$ cat config.mk
export PLATFORM = sky130hd
export DESIGN_NAME = nmea_rmc_position_extractor
export DESIGN_NICKNAME = d
export VERILOG_FILES = /design/src/nrpe_pkg.sv /design/src/nrpe_text_ram.sv /design/src/nrpe_scan.sv /design/src/nmea_rmc_position_extractor.sv
export SDC_FILE = /design/constraint.sdc
export NUM_CORES = 1
export LEC_CHECK = 0
export CAP_MARGIN = 20
export CORE_ASPECT_RATIO = 1.25
export CORE_MARGIN = 1
export CORE_UTILIZATION = 36
export DETAILED_ROUTE_END_ITERATION = 10
export DONT_BUFFER_PORTS = 1
export SETUP_SLACK_MARGIN = 0.05
export SYNTH_ARGS = -nofsm -noshare
export SYNTH_HDL_FRONTEND = slang
export SYNTH_SLANG_ARGS = --single-unit
$ cat constraint.sdc
create_clock -name clk -period 8.42 [get_ports clk]
set_input_delay 0 -clock clk [delete_from_list [all_inputs] [get_ports clk]]
set_output_delay 0 -clock clk [all_outputs]
set_load 0.05 [all_outputs]
$ cat src/nrpe_pkg.sv
// shared types, codes and character helpers of the rmc position extractor
`default_nettype none
package nrpe_pkg;

  typedef enum logic [2:0] {
    STAT_VALID     = 3'd0,
    STAT_VOID      = 3'd1,
    STAT_NO_DOLLAR = 3'd2,
    STAT_NO_STAR   = 3'd3,
    STAT_BAD_SUM   = 3'd4,
    STAT_NOT_GNRMC = 3'd5
  } status_t;

  typedef enum logic [1:0] {
    KIND_STATUS = 2'd0,
    KIND_LAT    = 2'd1,
    KIND_LON    = 2'd2
  } kind_t;

  localparam logic [7:0] CH_DOLLAR = 8'h24;
  localparam logic [7:0] CH_STAR   = 8'h2A;
  localparam logic [7:0] CH_COMMA  = 8'h2C;
  localparam logic [7:0] CH_VOID   = 8'h56;

  localparam logic [2:0] TOK_ID  = 3'd1;
  localparam logic [2:0] TOK_LAT = 3'd4;
  localparam logic [2:0] TOK_LON = 3'd6;
  localparam logic [2:0] TOK_MAX = 3'd7;

  localparam logic [3:0] ID_LEN  = 4'd6;
  localparam logic [3:0] ID_FAIL = 4'd15;

  // expected header characters in order
  function automatic logic [7:0] id_char(input logic [3:0] pos);
    logic [7:0] c;
    case (pos)
      4'd0:    c = 8'h24;
      4'd1:    c = 8'h47;
      4'd2:    c = 8'h4E;
      4'd3:    c = 8'h52;
      4'd4:    c = 8'h4D;
      4'd5:    c = 8'h43;
      default: c = 8'h00;
    endcase
    return c;
  endfunction

  // bit 4 set when the byte is a hex digit, low nibble is its value
  function automatic logic [4:0] hex_digit(input logic [7:0] b);
    logic [4:0] r;
    r = 5'd0;
    if (b >= 8'h30 && b <= 8'h39) begin
      r = {1'b1, b[3:0]};
    end else if ((b >= 8'h41 && b <= 8'h46) || (b >= 8'h61 && b <= 8'h66)) begin
      r = {1'b1, 4'(b[3:0] + 4'd9)};
    end
    return r;
  endfunction

endpackage
`default_nettype wire

$ cat src/nrpe_text_ram.sv
// single-port-write, registered-read buffer for latitude and longitude text
`default_nettype none
module nrpe_text_ram #(
  parameter int DEPTH = 32,
  parameter int AW    = 5
) (
  input  wire logic          clk,
  input  wire logic          wr_en,
  input  wire logic [AW-1:0] wr_addr,
  input  wire logic [7:0]    wr_data,
  input  wire logic          rd_en,
  input  wire logic [AW-1:0] rd_addr,
  output logic      [7:0]    rd_data
);

  logic [7:0] mem [DEPTH];

  always_ff @(posedge clk) begin
    if (wr_en) begin
      mem[wr_addr] <= wr_data;
    end
    if (rd_en) begin
      rd_data <= mem[rd_addr];
    end
  end

endmodule
`default_nettype wire

$ cat src/nrpe_scan.sv
// per-byte sentence scanner: checksum, hex, token tracking and text writes
`default_nettype none
module nrpe_scan #(
  parameter int TEXT_CHARS = 16,
  parameter int LW         = 5,
  parameter int AW         = 5
) (
  input  wire logic                  clk,
  input  wire logic                  rst_n,
  input  wire logic                  acc,
  input  wire logic [7:0]            line_byte,
  input  wire logic                  line_end,
  output nrpe_pkg::status_t          status_o,
  output logic      [LW-1:0]         lat_len_o,
  output logic      [LW-1:0]         lon_len_o,
  output logic                       wr_en_o,
  output logic      [AW-1:0]         wr_addr_o,
  output logic      [7:0]            wr_data_o
);
  import nrpe_pkg::*;

  localparam logic [LW-1:0] TC_L = LW'(TEXT_CHARS);
  localparam logic [AW-1:0] TC_A = AW'(TEXT_CHARS);

  logic          bz_r, bz_nxt, bz_u;
  logic          dollar_r, dollar_nxt, dollar_u;
  logic          void_r, void_nxt, void_u;
  logic [7:0]    xor_r, xor_nxt, xor_u;
  logic [7:0]    xstar_r, xstar_nxt, xstar_u;
  logic          star_r, star_nxt, star_u;
  logic [7:0]    hex_r, hex_nxt, hex_u;
  logic          hovf_r, hovf_nxt, hovf_u;
  logic          hstop_r, hstop_nxt, hstop_u;
  logic [2:0]    tcnt_r, tcnt_nxt, tcnt_u;
  logic          tin_r, tin_nxt, tin_u;
  logic [3:0]    id_r, id_nxt, id_u;
  logic [3:0]    id_snap_r, id_snap_nxt, id_snap_u;
  logic [LW-1:0] lat_r, lat_nxt, lat_u;
  logic [LW-1:0] lon_r, lon_nxt, lon_u;
  logic [LW-1:0] lat_snap_r, lat_snap_nxt, lat_snap_u;
  logic [LW-1:0] lon_snap_r, lon_snap_nxt, lon_snap_u;
  logic [4:0]    hd;
  logic [2:0]    cnt;

  always_comb begin
    bz_u       = bz_r;
    dollar_u   = dollar_r;
    void_u     = void_r;
    xor_u      = xor_r;
    xstar_u    = xstar_r;
    star_u     = star_r;
    hex_u      = hex_r;
    hovf_u     = hovf_r;
    hstop_u    = hstop_r;
    tcnt_u     = tcnt_r;
    tin_u      = tin_r;
    id_u       = id_r;
    id_snap_u  = id_snap_r;
    lat_u      = lat_r;
    lon_u      = lon_r;
    lat_snap_u = lat_snap_r;
    lon_snap_u = lon_snap_r;
    wr_en_o    = 1'b0;
    wr_addr_o  = AW'(lat_r);
    wr_data_o  = line_byte;
    hd         = hex_digit(line_byte);
    cnt        = tcnt_r;

    if (line_byte == CH_VOID) begin
      void_u = 1'b1;
    end

    // checksum field after the star
    if (line_byte == CH_STAR) begin
      xstar_u    = xor_r;
      id_snap_u  = id_r;
      lat_snap_u = lat_r;
      lon_snap_u = lon_r;
      star_u     = 1'b1;
      hex_u      = 8'd0;
      hovf_u     = 1'b0;
      hstop_u    = 1'b0;
    end else if (star_r && !hstop_r) begin
      if (!hd[4]) begin
        hstop_u = 1'b1;
      end else begin
        if (hex_r[7:4] != 4'd0) begin
          hovf_u = 1'b1;
        end
        hex_u = {hex_r[3:0], hd[3:0]};
      end
    end

    if (bz_r) begin
      dollar_u = (line_byte == CH_DOLLAR);
      bz_u     = 1'b0;
    end else begin
      xor_u = xor_r ^ line_byte;
    end

    // token tracking
    if (line_byte == CH_COMMA) begin
      tin_u = 1'b0;
    end else begin
      if (!tin_r) begin
        if (cnt != TOK_MAX) begin
          cnt = cnt + 3'd1;
        end
        tin_u  = 1'b1;
        tcnt_u = cnt;
      end
      if (cnt == TOK_ID) begin
        if (id_r != ID_FAIL) begin
          if (id_r < ID_LEN && line_byte == id_char(id_r)) begin
            id_u = id_r + 4'd1;
          end else begin
            id_u = ID_FAIL;
          end
        end
      end else if (cnt == TOK_LAT) begin
        if (lat_r < TC_L) begin
          wr_en_o   = 1'b1;
          wr_addr_o = AW'(lat_r);
          lat_u     = lat_r + LW'(1);
        end
      end else if (cnt == TOK_LON) begin
        if (lon_r < TC_L) begin
          wr_en_o   = 1'b1;
          wr_addr_o = TC_A + AW'(lon_r);
          lon_u     = lon_r + LW'(1);
        end
      end
    end
    wr_en_o = wr_en_o & acc;

    if (void_u) begin
      status_o = STAT_VOID;
    end else if (!dollar_u) begin
      status_o = STAT_NO_DOLLAR;
    end else if (!star_u) begin
      status_o = STAT_NO_STAR;
    end else if (hovf_u || hex_u != xstar_u) begin
      status_o = STAT_BAD_SUM;
    end else if (id_snap_u != ID_LEN) begin
      status_o = STAT_NOT_GNRMC;
    end else begin
      status_o = STAT_VALID;
    end
    lat_len_o = lat_snap_u;
    lon_len_o = lon_snap_u;
  end

  always_comb begin
    bz_nxt       = bz_r;
    dollar_nxt   = dollar_r;
    void_nxt     = void_r;
    xor_nxt      = xor_r;
    xstar_nxt    = xstar_r;
    star_nxt     = star_r;
    hex_nxt      = hex_r;
    hovf_nxt     = hovf_r;
    hstop_nxt    = hstop_r;
    tcnt_nxt     = tcnt_r;
    tin_nxt      = tin_r;
    id_nxt       = id_r;
    id_snap_nxt  = id_snap_r;
    lat_nxt      = lat_r;
    lon_nxt      = lon_r;
    lat_snap_nxt = lat_snap_r;
    lon_snap_nxt = lon_snap_r;
    if (acc) begin
      if (line_end) begin
        bz_nxt       = 1'b1;
        dollar_nxt   = 1'b0;
        void_nxt     = 1'b0;
        xor_nxt      = 8'd0;
        xstar_nxt    = 8'd0;
        star_nxt     = 1'b0;
        hex_nxt      = 8'd0;
        hovf_nxt     = 1'b0;
        hstop_nxt    = 1'b0;
        tcnt_nxt     = 3'd0;
        tin_nxt      = 1'b0;
        id_nxt       = 4'd0;
        id_snap_nxt  = 4'd0;
        lat_nxt      = '0;
        lon_nxt      = '0;
        lat_snap_nxt = '0;
        lon_snap_nxt = '0;
      end else begin
        bz_nxt       = bz_u;
        dollar_nxt   = dollar_u;
        void_nxt     = void_u;
        xor_nxt      = xor_u;
        xstar_nxt    = xstar_u;
        star_nxt     = star_u;
        hex_nxt      = hex_u;
        hovf_nxt     = hovf_u;
        hstop_nxt    = hstop_u;
        tcnt_nxt     = tcnt_u;
        tin_nxt      = tin_u;
        id_nxt       = id_u;
        id_snap_nxt  = id_snap_u;
        lat_nxt      = lat_u;
        lon_nxt      = lon_u;
        lat_snap_nxt = lat_snap_u;
        lon_snap_nxt = lon_snap_u;
      end
    end
  end

  always_ff @(posedge clk) begin
    if (!rst_n) begin
      bz_r       <= 1'b1;
      dollar_r   <= 1'b0;
      void_r     <= 1'b0;
      xor_r      <= 8'd0;
      xstar_r    <= 8'd0;
      star_r     <= 1'b0;
      hex_r      <= 8'd0;
      hovf_r     <= 1'b0;
      hstop_r    <= 1'b0;
      tcnt_r     <= 3'd0;
      tin_r      <= 1'b0;
      id_r       <= 4'd0;
      id_snap_r  <= 4'd0;
      lat_r      <= '0;
      lon_r      <= '0;
      lat_snap_r <= '0;
      lon_snap_r <= '0;
    end else begin
      bz_r       <= bz_nxt;
      dollar_r   <= dollar_nxt;
      void_r     <= void_nxt;
      xor_r      <= xor_nxt;
      xstar_r    <= xstar_nxt;
      star_r     <= star_nxt;
      hex_r      <= hex_nxt;
      hovf_r     <= hovf_nxt;
      hstop_r    <= hstop_nxt;
      tcnt_r     <= tcnt_nxt;
      tin_r      <= tin_nxt;
      id_r       <= id_nxt;
      id_snap_r  <= id_snap_nxt;
      lat_r      <= lat_nxt;
      lon_r      <= lon_nxt;
      lat_snap_r <= lat_snap_nxt;
      lon_snap_r <= lon_snap_nxt;
    end
  end

endmodule
`default_nettype wire

$ cat src/nmea_rmc_position_extractor.sv
// top level: rmc sentence scanner, text buffer and result sequencer
// Takes one sentence byte per cycle on the input stream while idle. On the
// byte marked tlast it stops accepting input and sends one status
// transaction, then, for a valid sentence, the latitude and longitude text
// (fourth and sixth non-empty tokens before the last '*') one character per
// transaction, read from a 2*TEXT_CHARS byte buffer with a registered read.
// The burst takes 1 + lat length + lon length transactions, one per cycle
// after the first buffer read when the output is not stalled; input resumes
// after the last one is loaded into the output register. Text beyond
// TEXT_CHARS characters is dropped.
`default_nettype none
module nmea_rmc_position_extractor #(
  parameter int TEXT_CHARS = 16
) (
  input  wire logic        clk,
  input  wire logic        rst_n,
  input  wire logic        in_tvalid,
  output logic             in_tready,
  input  wire logic [7:0]  in_tdata,   // line_byte
  input  wire logic        in_tlast,   // line_end
  output logic             out_tvalid,
  input  wire logic        out_tready,
  output logic      [15:0] out_tdata,  // status [2:0], text_char [10:3], zero
  output logic      [1:0]  out_tuser,  // item_kind
  output logic             out_tlast   // last
);
  import nrpe_pkg::*;

  localparam int LW = $clog2(TEXT_CHARS + 1);
  localparam int AW = $clog2(2 * TEXT_CHARS);
  localparam logic [AW-1:0] TC_A = AW'(TEXT_CHARS);

  typedef enum logic [2:0] {
    S_IDLE = 3'b001,
    S_STAT = 3'b010,
    S_TEXT = 3'b100
  } state_t;

  state_t        state_r, state_nxt;
  status_t       st_r, st_nxt, scan_st;
  logic [LW-1:0] lat_len_r, lat_len_nxt, lon_len_r, lon_len_nxt;
  logic [LW-1:0] scan_lat, scan_lon;
  logic [LW-1:0] idx_r, idx_nxt, cur_len, idx_inc;
  logic          sel_r, sel_nxt;
  logic          iss_done_r, iss_done_nxt;
  logic          rd_pend_r, rd_pend_nxt;
  kind_t         pend_kind_r, pend_kind_nxt;
  logic          pend_last_r, pend_last_nxt;
  logic          out_valid_r, out_valid_nxt;
  kind_t         out_kind_r, out_kind_nxt;
  status_t       out_st_r, out_st_nxt;
  logic [7:0]    out_char_r, out_char_nxt;
  logic          out_last_r, out_last_nxt;
  logic          acc, slot_free, consume, can_issue, tok_end, stat_last;
  logic          wr_en, rd_en;
  logic [AW-1:0] wr_addr, rd_addr;
  logic [7:0]    wr_data, rd_data;

  assign in_tready = (state_r == S_IDLE);
  assign acc       = in_tvalid && in_tready;

  nrpe_scan #(
    .TEXT_CHARS(TEXT_CHARS),
    .LW        (LW),
    .AW        (AW)
  ) u_scan (
    .clk      (clk),
    .rst_n    (rst_n),
    .acc      (acc),
    .line_byte(in_tdata),
    .line_end (in_tlast),
    .status_o (scan_st),
    .lat_len_o(scan_lat),
    .lon_len_o(scan_lon),
    .wr_en_o  (wr_en),
    .wr_addr_o(wr_addr),
    .wr_data_o(wr_data)
  );

  nrpe_text_ram #(
    .DEPTH(2 * TEXT_CHARS),
    .AW   (AW)
  ) u_ram (
    .clk    (clk),
    .wr_en  (wr_en),
    .wr_addr(wr_addr),
    .wr_data(wr_data),
    .rd_en  (rd_en),
    .rd_addr(rd_addr),
    .rd_data(rd_data)
  );

  always_comb begin
    slot_free = !out_valid_r || out_tready;
    consume   = (state_r == S_TEXT) && rd_pend_r && slot_free;
    can_issue = (state_r == S_TEXT) && !iss_done_r && (!rd_pend_r || consume);
    cur_len   = sel_r ? lon_len_r : lat_len_r;
    idx_inc   = idx_r + LW'(1);
    tok_end   = (idx_inc == cur_len);
    stat_last = (st_r != STAT_VALID) || (lat_len_r == '0 && lon_len_r == '0);
    rd_en     = can_issue;
    rd_addr   = sel_r ? (TC_A + AW'(idx_r)) : AW'(idx_r);

    state_nxt     = state_r;
    st_nxt        = st_r;
    lat_len_nxt   = lat_len_r;
    lon_len_nxt   = lon_len_r;
    idx_nxt       = idx_r;
    sel_nxt       = sel_r;
    iss_done_nxt  = iss_done_r;
    rd_pend_nxt   = rd_pend_r;
    pend_kind_nxt = pend_kind_r;
    pend_last_nxt = pend_last_r;
    out_valid_nxt = out_valid_r && !out_tready;
    out_kind_nxt  = out_kind_r;
    out_st_nxt    = out_st_r;
    out_char_nxt  = out_char_r;
    out_last_nxt  = out_last_r;

    case (state_r)
      S_IDLE: begin
        if (acc && in_tlast) begin
          st_nxt      = scan_st;
          lat_len_nxt = scan_lat;
          lon_len_nxt = scan_lon;
          state_nxt   = S_STAT;
        end
      end
      S_STAT: begin
        if (slot_free) begin
          out_valid_nxt = 1'b1;
          out_kind_nxt  = KIND_STATUS;
          out_st_nxt    = st_r;
          out_char_nxt  = 8'd0;
          out_last_nxt  = stat_last;
          idx_nxt       = '0;
          sel_nxt       = (lat_len_r == '0);
          iss_done_nxt  = 1'b0;
          rd_pend_nxt   = 1'b0;
          state_nxt     = stat_last ? S_IDLE : S_TEXT;
        end
      end
      S_TEXT: begin
        if (consume) begin
          out_valid_nxt = 1'b1;
          out_kind_nxt  = pend_kind_r;
          out_st_nxt    = STAT_VALID;
          out_char_nxt  = rd_data;
          out_last_nxt  = pend_last_r;
          rd_pend_nxt   = 1'b0;
          if (pend_last_r) begin
            state_nxt = S_IDLE;
          end
        end
        if (can_issue) begin
          rd_pend_nxt   = 1'b1;
          pend_kind_nxt = sel_r ? KIND_LON : KIND_LAT;
          pend_last_nxt = tok_end && (sel_r || lon_len_r == '0);
          if (tok_end) begin
            idx_nxt = '0;
            if (sel_r || lon_len_r == '0) begin
              iss_done_nxt = 1'b1;
            end else begin
              sel_nxt = 1'b1;
            end
          end else begin
            idx_nxt = idx_inc;
          end
        end
      end
      default: begin
        state_nxt = S_IDLE;
      end
    endcase
  end

  always_ff @(posedge clk) begin
    if (!rst_n) begin
      state_r     <= S_IDLE;
      rd_pend_r   <= 1'b0;
      iss_done_r  <= 1'b0;
      out_valid_r <= 1'b0;
    end else begin
      state_r     <= state_nxt;
      rd_pend_r   <= rd_pend_nxt;
      iss_done_r  <= iss_done_nxt;
      out_valid_r <= out_valid_nxt;
    end
  end

  always_ff @(posedge clk) begin
    st_r        <= st_nxt;
    lat_len_r   <= lat_len_nxt;
    lon_len_r   <= lon_len_nxt;
    idx_r       <= idx_nxt;
    sel_r       <= sel_nxt;
    pend_kind_r <= pend_kind_nxt;
    pend_last_r <= pend_last_nxt;
    out_kind_r  <= out_kind_nxt;
    out_st_r    <= out_st_nxt;
    out_char_r  <= out_char_nxt;
    out_last_r  <= out_last_nxt;
  end

  assign out_tvalid = out_valid_r;
  assign out_tdata  = {5'd0, out_char_r, out_st_r};
  assign out_tuser  = out_kind_r;
  assign out_tlast  = out_last_r;

endmodule
`default_nettype wire

After elaboration in Yosys (flattened, before gate mapping)
Memories as Yosys holds them, arrays and structs flattened. A register that Yosys moved wholly into a read port is not among the register bits.
Cells that the tools add are included.
{"block": "word_totals", "reg_bits": 104, "latch_bits": 0, "ramBits": 256, "romBits": 0, "inputBits": 13, "output_inout_bits": 21, "word_cells": 259, "n_memories": 1}
{"block": "classes", "addsub": 8, "multipliers": 0, "div": 0, "magnitude_cmp": 9, "eq_ne": 35, "shift": 0, "muxes": 116, "bitwise": 4, "n_reduce_logical": 53}
{"name": "u_ram.mem", "depth": 32, "word_bits": 8, "rd": 1, "rd_clocked_by_memory_dff": 1, "write_ports": 1, "line": "nrpe_text_ram.sv:16", "rtl": "logic [7:0] mem [DEPTH];"}
{"op": "two-way mux 5 bit", "n": 27}
{"op": "two-way mux 8 bit", "n": 13}
{"op": "one-hot mux 7 bit (6 select lines)", "n": 1}
{"op": "two-way mux 1 bit", "n": 40}
{"op": "two-way mux 3 bit", "n": 13}
{"op": "two-way mux 4 bit", "n": 7}
{"op": "== test 8 x 6 -> 1 bit (second input constant)", "n": 3}
{"op": "inequality test 2 bit (second input constant)", "n": 10}
{"op": ">= comparator 8 x 7 -> 1 bit (second input constant)", "n": 2}
{"op": "less-or-equal comparator 8 x 7 -> 1 bit (second input constant)", "n": 2}
{"op": "one-hot mux 8 bit (2 select lines)", "n": 1}
{"op": "adder 5 x 1 -> 5 bit (second input constant)", "n": 3}
{"op": "AND reduction 5 bit", "n": 3}
{"op": "logical AND 1 bit", "n": 14}
{"op": "nonzero test 2 bit", "n": 7}
{"op": "AND reduction 3 bit", "n": 4}
{"op": "adder 5 bit (first input constant)", "n": 2}
{"op": "logical NOT 5 bit", "n": 2}
{"op": "< comparator 5 bit (second input constant)", "n": 2}
{"op": "two-way mux 2 bit", "n": 5}
{"op": "one-hot mux 1 bit (2 select lines)", "n": 5}
{"op": "one-hot mux 5 bit (2 select lines)", "n": 1}
{"op": "== test 3 bit (second input constant)", "n": 3}
{"op": "inequality test 3 bit (second input constant)", "n": 3}
{"op": "33 further kinds", "n": 52}

Longest topological paths before layout
Gate-level depths: netlist of run 1.
{"block": "depth", "depth_word": 14, "ltp_mapped": 11, "mapped_depth_nobuf": 10}

Hierarchy
Synthesis of run 1 repeated with hierarchy kept, for this count alone.
{"block": "unflattened", "hier_cells": 1031, "area_unflattened_um2": 15717.6}
{"mod": "nrpe_text_ram", "instances": 1, "cells_each": 417, "area_per_inst_um2": 10133.5, "seq_area_each_um2": 7927.6}
{"mod": "nrpe_scan", "instances": 1, "cells_each": 469, "area_per_inst_um2": 3706.1, "seq_area_each_um2": 1241.2}
{"mod": "nmea_rmc_position_extractor", "instances": 1, "cells_each": 145, "area_per_inst_um2": 1878.1, "seq_area_each_um2": 1201.2}

Least setup slack after synthesis of run 1
Ideal clock, no wire load.
{"block": "synth_timing", "kind": "register -> register", "startpoint": "register state_r[0]", "endpoint": "memory u_ram.mem[30][0], enable pin", "setup_time_ns": 0.370, "t_arrival_ns": 3.186, "t_required_ns": 8.050, "setup_slack_ns": 4.864, "path_stages_with_launch": 9, "n_path_buf": 1, "synth_period_minus_slack_ns": 3.556, "cell_sequence": "dfxtp_1 nor3b_1 nand2_1 nor2_1 nand2b_1 o21bai_1 nand2b_1 clkbuf_1 nor2_1"}
{"block": "synth_via", "elab_chain_cells": 5}
{"item": "start: declaration", "line": "nmea_rmc_position_extractor.sv:39", "rtl": "state_t state_r, state_nxt;"}
{"item": "start signal: assignment", "line": "nmea_rmc_position_extractor.sv:184", "rtl": "state_r <= state_nxt;"}
{"item": "== test 3 x 1 -> 1 bit", "line": "nmea_rmc_position_extractor.sv:59", "rtl": "assign in_tready = (state_r == S_IDLE);"}
{"item": "net in_tready", "line": "nmea_rmc_position_extractor.sv:18", "rtl": "output logic in_tready,"}
{"item": "logical AND 1 bit", "line": "nmea_rmc_position_extractor.sv:60", "rtl": "assign acc = in_tvalid && in_tready;"}
{"item": "bitwise AND 1 bit", "line": "nrpe_scan.sv:134", "rtl": "wr_en_o = wr_en_o & acc;"}
{"item": "two-way mux 1 bit", "line": "nrpe_text_ram.sv:19", "rtl": "if (wr_en) begin"}
{"item": "two-way mux 1 bit (implied by the code)", "line": "nrpe_text_ram.sv:20", "rtl": "mem[wr_addr] <= wr_data;"}
{"item": "end: declaration", "line": "nrpe_text_ram.sv:16"}
The timed path passes the listed nets, and every way through them passes these cells.

Worst setup path after layout of run 1
{"block": "layout_timing", "startpoint": "register u_scan.tcnt_r[0]", "endpoint": "memory u_ram.mem[28][5], enable pin"}
{"block": "layout_via", "elab_chain_cells": 12, "elab_cells_between_ends": 19, "cone_classes": "1 x add/sub; 4 x eq/ne; 13 x mux; 1 x bitwise"}
{"item": "start: declaration", "line": "nrpe_scan.sv:34", "rtl": "logic [2:0] tcnt_r, tcnt_nxt, tcnt_u;"}
{"item": "start signal: assignment", "line": "nrpe_scan.sv:241", "rtl": "tcnt_r <= tcnt_nxt;"}
{"item": "adder 3 x 1 -> 3 bit / inequality test 3 bit (equally long branches)", "line": "nrpe_scan.sv:107, nrpe_scan.sv:106"}
{"item": "two-way mux 3 bit", "line": "nrpe_scan.sv:106", "rtl": "if (cnt != TOK_MAX) begin"}
{"item": "two-way mux 3 bit *", "line": "nrpe_scan.sv:105", "rtl": "if (!tin_r) begin"}
{"item": "two-way mux 3 bit *", "line": "nrpe_scan.sv:102", "rtl": "if (line_byte == CH_COMMA) begin"}
{"item": "== test 3 bit", "line": "nrpe_scan.sv:126", "rtl": "end else if (cnt == TOK_LON) begin"}
{"item": "two-way mux 1 bit", "line": "nrpe_scan.sv:126"}
{"item": "two-way mux 1 bit", "line": "nrpe_scan.sv:120", "rtl": "end else if (cnt == TOK_LAT) begin"}
{"item": "two-way mux 1 bit", "line": "nrpe_scan.sv:112", "rtl": "if (cnt == TOK_ID) begin"}
{"item": "two-way mux 1 bit", "line": "nrpe_scan.sv:102"}
{"item": "bitwise AND 1 bit", "line": "nrpe_scan.sv:134"}
{"item": "two-way mux 1 bit", "line": "nrpe_text_ram.sv:19"}
{"item": "two-way mux 1 bit (implied by the code)", "line": "nrpe_text_ram.sv:20"}
Mark *: on every way between the ends. The rest lies on a longest branch, timed or not. The select of a mux whose other input is x is not followed.

==> reports/results.ini, run 1 <==
[final_layout]
stdcell_area_um2 = 17800
nNetsFinal = 1082
post_route_cells_drive_above_1_share = 0.166
area_growth_syn_to_layout_pct = 13.7
antennaDiodeCount = 0

[clocking]
cts_root_buffer = sky130_fd_sc_hd__clkbuf_16
tritoncts = done
clock_h_tree_levels = 2
clkLatencyLatePin_ns = 0.54
clkSinkCount = 368
cts_buffer_depth = 3
cts_buffers = 37
clk_transition_reported_paths_ns = 0.06

[sta]
finalCritPeriodShare = 0.447
unrepaired_setup_endpoints_after_global_routing = no
final_max_slew_viol_count = 0
finClkSkew_ns = 0.0239
final_critical_path_setup_slack_ns = 4.66
max_slew.worst_pin.slew_ns = 0.993
timing.setup.tns_ns = 0
setup_viol = 0
fmax_mhz = 266
worst_relative_slew_slack = 0.332
finalWorstPathRequiredPeriod_ns = 3.76
hold_viol = 0

[floorplan]
die_width_um = 188
die_h_um = 235
dieArea_um2 = 44300
num_rows = 85
floorplan.core_area_um2 = 43000
initial_core_util = 0.364
i_o_pin_count = 34

[global_routing]
first_pass_grt_wire_length_um = 55400
largest_net_degree_at_the_start_of_global_routing = 67
antenna_found_initial = 0
grt_util_all_layers = 0.166
via_count_of_the_first_global_routing_pass = 8919
final_global_route_overflow_total = 0

[place]
dpl_cell_area_um2 = 16200
detailedPlace.worstSlack_ns = 4.71
gp_congestion = 0.811
place_hpwl_um = 22500
buffer_ports.inserted = 0

[hold_path]
holdCritPathClass = primary input to flip-flop
hold_path_depth = 4

[worst_setup_path]
worstRegToRegCells = 8
crit_path_cell_trace = ha_1 > a21oi_1 > mux2i_1 > or4_1 > nor3_1 > o21bai_1 > nand2_1 > nor2_1
arrival_ns = 3.91
critical_path_depth = 8
required_ns = 8.57
reg2reg_setup_slack_ns = 4.66
critPathBufInv = 0
worst_setup_path_start_kind = flip-flop
cp_top_family = simple AND/OR/NAND/NOR gates
cp_slowest_cell = sky130_fd_sc_hd__nor2_1
critical-path-max-stage-delay_ns = 0.70
critical_path_class = flip-flop to flip-flop
critical_path.max_fanout = 12
crit_path_end_kind = flip-flop

[logic_synthesis]
synth.top_cell.area_share = 0.576
top_cells_by_area_synth = sky130_fd_sc_hd__edfxtp_1 (58%), sky130_fd_sc_hd__mux4_2 (12%), sky130_fd_sc_hd__dfxtp_1 (8.7%)
synth_edf_count = 300
seq_area_frac_synth = 0.663
netlist-cell-type-count = 67
synth_area_per_cell_um2 = 15.0
mappedNetlistArea_um2 = 15600
yosys_most_used_dff = sky130_fd_sc_hd__edfxtp_1
synth_async_sr_flop_share = 0
syn_warnings = 0
synth_area_leader_cell = sky130_fd_sc_hd__edfxtp_1
netlist_instances = 1043
synth.ff_latch_count = 368

[detailed_routing]
drtPass1Iterations = 5
wl_per_cell_um = 22.1
remaining_drc_errors = 0
totalWireLength_um = 36400
vias = 8898
detail-route-antenna-nets = 0
drt_first_iter_violations = 654
viasPerCell = 5.40

[status]
run_status = completed

[power]
power_density_nw_per_um2 = 212
p_leak_nw = 5.69
max-vdd-ir-drop_v = 0.000150

[job]
max_cap_violations = 0

-- timing repair --
item | in CTS | in global routing
buffers inserted | 0 | 0
hold buffers | 23 | 0
resized for setup | 0 | 0
hold endpoints to repair | 318 | 0
-- synth_stat cells (3+ instances only) --
master,n
sky130_fd_sc_hd__nand3_1,9
sky130_fd_sc_hd__o21ai_0,28
sky130_fd_sc_hd__mux2i_1,13
sky130_fd_sc_hd__xor2_1,21
sky130_fd_sc_hd__buf_1,4
sky130_fd_sc_hd__xnor2_1,6
sky130_fd_sc_hd__edfxtp_1,300
sky130_fd_sc_hd__or4_1,6
sky130_fd_sc_hd__mux4_2,80
sky130_fd_sc_hd__nor3b_1,6
sky130_fd_sc_hd__a32oi_1,3
sky130_fd_sc_hd__mux2_2,10
sky130_fd_sc_hd__nor3_1,12
sky130_fd_sc_hd__o22ai_1,3
sky130_fd_sc_hd__o211ai_1,3
sky130_fd_sc_hd__and2_1,22
sky130_fd_sc_hd__nor4_1,6
sky130_fd_sc_hd__nor2b_1,32
sky130_fd_sc_hd__buf_4,6
sky130_fd_sc_hd__inv_1,18
sky130_fd_sc_hd__dfxtp_1,68
sky130_fd_sc_hd__nand2_1,79
sky130_fd_sc_hd__a22oi_1,35
sky130_fd_sc_hd__ha_1,13
sky130_fd_sc_hd__a31oi_1,6
sky130_fd_sc_hd__clkbuf_1,52
sky130_fd_sc_hd__a21boi_0,5
sky130_fd_sc_hd__a21oi_1,25
sky130_fd_sc_hd__nand2b_1,13
sky130_fd_sc_hd__and3_1,15
sky130_fd_sc_hd__nand4_1,3
sky130_fd_sc_hd__nor2_1,93
-- stage by stage --
stage,std cells,hold slack [ns],total power [mW],utilization
floorplan,1047,0.0989,2.08,-
global placement,1555,0.0898,2.09,0.376
detailed placement,1555,0.0916,2.09,0.376
CTS,1645,0.00390,3.81,0.413
global route,1649,0.0753,3.89,0.414
finish,1649,0.0325,3.78,0.414
-- per-layer routing --
| layer | up-vias | wire length [um] | track usage | share of wire |
|---|---|---|---|---|
| met4 | 0 | 1240 | 0.0652 | 0.034 |
| met2 | 277 | 19000 | 0.295 | 0.52 |
| met1 | 4523 | 14400 | 0.205 | 0.40 |
| li1 | 4036 | - | - | - |
| met5 | - | 0 | 0 | 0 |
| met3 | 62 | 1720 | 0.0206 | 0.047 |
-- report_power, final --
group	switching, mW	total, mW	leakage [nW]	internal (mW)
clock network	0.692	1.68	0.609	0.986
logic	0.0826	0.123	1.83	0.0399
registers	0.0114	1.98	3.25	1.97
total	0.786	3.78	5.69	2.99
-- path summary, 6_finish.rpt --
kind / start / to
hold / removal: in_tdata[1] / u_scan.hstop_r$_SDFFE_PN0P_
hold reg to reg: u_scan.void_r$_SDFFE_PN0P_ / u_scan.void_r$_SDFFE_PN0P_
setup reg to reg: u_scan.tcnt_r[0]$_SDFFE_PN0P_ / u_ram.mem[28][5]$_DFFE_PP_
setup / recovery: u_scan.tcnt_r[0]$_SDFFE_PN0P_ / u_ram.mem[28][5]$_DFFE_PP_
-- worst min-delay path, delay by kind of cell --
kind | cells | cell delay [ns]
simple gates | 3 | 0.42
compound gates | 1 | 0.13
-- cells in the final DEF, fill, tap and decap left out, drive strengths merged, types with 20 or more instances in the layout --
cell    count
edfxtp    300
a21oi      25
dfxtp      68
nor2       93
a22oi      35
clkbuf     47
and2       22
inv        20
o21ai      28
nor2b      32
xor2       21
nand2      80
mux4       80
-- area by class of cell --
type | count | area [um2]
Clock buffer | 47 | 1060
Multi-Input combinational cell | 598 | 4970
Clock inverter | 20 | 196
Fill cell | 3914 | 25200
Tap cell | 565 | 707
Timing Repair Buffer | 33 | 427
Inverter | 18 | 67.6
Sequential cell | 368 | 10400
-- sequential cells by signal (all words and copies together), names as in the netlist, 2 cells and up --
name,cells
u_ram.rd_data,8
lon_len_r,5
u_scan.xor_r,8
u_ram.mem,256
lat_len_r,5
state_r,3
idx_r,5
u_scan.id_r,4
u_scan.tcnt_r,3
u_scan.id_snap_r,4
out_char_r,8
st_r,3
u_scan.hex_r,8
out_st_r,3
u_scan.xstar_r,8
out_tuser,2
u_scan.lat_snap_r,5
u_scan.lon_snap_r,5
u_scan.lon_r,5
u_scan.lat_r,5
pend_kind_r,2
-- kinds of logic (layout without fill, tap and decap cells) --
family / Yosys count / in the layout / share of synthesized area
other: 1 / 5 / 0.000240
adder cells (fa/ha/maj): 13 / 13 / 0.0104
AO/OA/AOI/OAI: 137 / 137 / 0.0594
XOR/XNOR: 27 / 27 / 0.0151
buffers and inverters: 81 / 118 / 0.0209
flip-flops: 368 / 368 / 0.663
multiplexers: 103 / 103 / 0.131
AND/OR/NAND/NOR: 313 / 313 / 0.101
No activity file was read; power rests on OpenSTA's default activity.
==> run 2, diff against run 1 <==
==> constraint.sdc (replaced) <==
create_clock -name clk -period 3.4 [get_ports clk]
set_input_delay 0 -clock clk [delete_from_list [all_inputs] [get_ports clk]]
set_output_delay 0 -clock clk [all_outputs]
set_load 0.05 [all_outputs]
==> reports/results.ini, run 2 (synthesis gave the netlist of run 1 again) <==
[status]
run_status = completed

[detailed_routing]
viasPerCell = 5.30
drt_first_iter_violations = 776
drtPass1Iterations = 5
remaining_drc_errors = 0
wl_per_cell_um = 22.0
vias = 8954
totalWireLength_um = 37200
detail-route-antenna-nets = 0

[global_routing]
grt_util_all_layers = 0.171
via_count_of_the_first_global_routing_pass = 9100
first_pass_grt_wire_length_um = 56700
largest_net_degree_at_the_start_of_global_routing = 66
final_global_route_overflow_total = 0
antenna_found_initial = 0

[final_layout]
area_growth_syn_to_layout_pct = 16.1
antennaDiodeCount = 0
nNetsFinal = 1125
finish.utilization = 0.423
layout.cells.most_common = sky130_fd_sc_hd__edfxtp_1
final_cell_mix = sky130_fd_sc_hd__edfxtp_1 (300), sky130_fd_sc_hd__nor2_1 (90), sky130_fd_sc_hd__mux4_2 (80), sky130_fd_sc_hd__nand2_1 (79), sky130_fd_sc_hd__dfxtp_1 (68)
registers.top_by_ff_count = u_ram.mem
largest_register_ffs = 256
post_route_cells_drive_above_1_share = 0.196

[clocking]
cts_root_buffer = sky130_fd_sc_hd__clkbuf_16
cts_post_setup_buffers_inserted = 0
tritoncts = done
clkLatencyLatePin_ns = 0.52
cts_buffer_depth = 3
cts_buffers = 35
clock_h_tree_levels = 2
clk_transition_reported_paths_ns = 0.07
clkSinkCount = 368

[power]
intPower_mw = 7.60
power_frac_clock = 0.450
max-vdd-ir-drop_v = 0.000357
combinational_share_of_power = 0.033
switchingPower_mw = 1.87
p_leak_nw = 5.92
power.sequential.fraction = 0.518
power_density_nw_per_um2 = 521
p_sw_frac = 0.198

[worst_setup_path]
critical_path_class = flip-flop to flip-flop
crit_path_end_kind = flip-flop
worst_setup_path_start_kind = flip-flop
reg2reg_setup_slack_ns = 0.29
setup.worst_path.start = state_r[2]$_SDFFE_PN0P_
timing.rr.start = state_r[2]$_SDFFE_PN0P_
critical_path.max_fanout = 16
arrival_ns = 3.52
required_ns = 3.81

[place]
buffer_ports.inserted = 0
place_hpwl_um = 23500
gp_congestion = 0.804

[floorplan]
initial_core_util = 0.364
dieArea_um2 = 44300
die_h_um = 235
die_width_um = 188
num_rows = 85
i_o_pin_count = 34
floorplan.core_area_um2 = 43000

[sta]
timing.setup.tns_ns = 0
final_max_slew_viol_count = 0
finalCritPeriodShare = 0.915
max_slew.worst_pin.slew_ns = 1.06
setup_viol = 0
finClkSkew_ns = 0.0202
finalWorstPathRequiredPeriod_ns = 3.11
worst_relative_slew_slack = 0.291
hold_viol = 0
unrepaired_setup_endpoints_after_global_routing = no
fmax_mhz = 322

[hold_path]
holdCritPathClass = primary input to flip-flop
timing.hold.worst.start = in_tdata[2]

[job]
max_cap_violations = 0

==> run 2: cell count changes in the layout (fill, tap and decap cells not counted), sizes merged <==
cell and change:
bufinv +4, clkinvlp -1, buf +45, clkinv -5, inv -2
==> run 2: power by group through the flow <==
stage	Clock [mW]	Combinational, mW	Sequential [mW]
2_1_floorplan	0	0.165	4.99
3_5_place_dp	0	0.189	5.00
3_3_place_gp	0	0.185	5.00
5_1_grt	4.51	0.338	4.90
4_1_cts	4.35	0.313	4.90
6_report	4.26	0.310	4.90
==> run 2: path summary, 6_finish.rpt <==
check	endpoint	cells past startpoint
worst min-delay path	u_scan.hex_r[3]$_SDFFE_PN0P_	5
worst max-delay path	state_r[0]$_SDFFE_PN1P_	8
worst max register to register	state_r[0]$_SDFFE_PN1P_	8
worst min register to register	u_scan.void_r$_SDFFE_PN0P_	2
==> run 2: final cells by class <==
cell class,instances,area (um2)
Fill cell,3894,24800
Sequential cell,368,10400
Multi-Input combinational cell,598,4980
Clock buffer,47,1010
Timing Repair Buffer,78,768
Tap cell,565,707
Clock inverter,16,259
Inverter,18,67.6
==> run 2: what timing repair did <==
action                                  in CTS  in global routing
hold buffers                                23                  0
endpoints found under the setup margin      16                120
endpoints found under the hold margin      319                  0
resized for setup                            2                  3
==> run 2: worst max-delay path, stage by stage, from the launching register on <==
cell and delay, ns:
sky130_fd_sc_hd__dfxtp_1 0.45, sky130_fd_sc_hd__nor3b_2 0.43, sky130_fd_sc_hd__buf_4 0.31, sky130_fd_sc_hd__and2_1 0.17
sky130_fd_sc_hd__buf_4 0.20, sky130_fd_sc_hd__nand2_1 0.15, sky130_fd_sc_hd__inv_1 0.55, sky130_fd_sc_hd__o21ai_0 0.16
sky130_fd_sc_hd__dlygate4sd3_1 0.57
==> run 2: metal layers <==
layer  GRT usage  vias to the layer above  routed length, um
met5           0                        -                  0
met1       0.205                     4563              14600
met4      0.0784                        0               1600
li1            -                     4105                  -
met3      0.0242                       66               1560
met2       0.301                      220              19400
==> run 2: per-stage QoR <==
step | hold slack (ns) | power [mW] | setup WS, ns | std cells | area, um2
after floorplan | 0.0989 | 5.16 | 0.378 | 1047 | 15700
after global placement | 0.0873 | 5.19 | 0.154 | 1603 | 16600
after detailed placement | 0.0896 | 5.19 | 0.0444 | 1603 | 16600
after CTS | 0.00518 | 9.56 | 0.0921 | 1689 | 18100
after global routing | 0.0688 | 9.75 | 0.0710 | 1690 | 18200
final | 0.0250 | 9.47 | 0.290 | 1690 | 18200
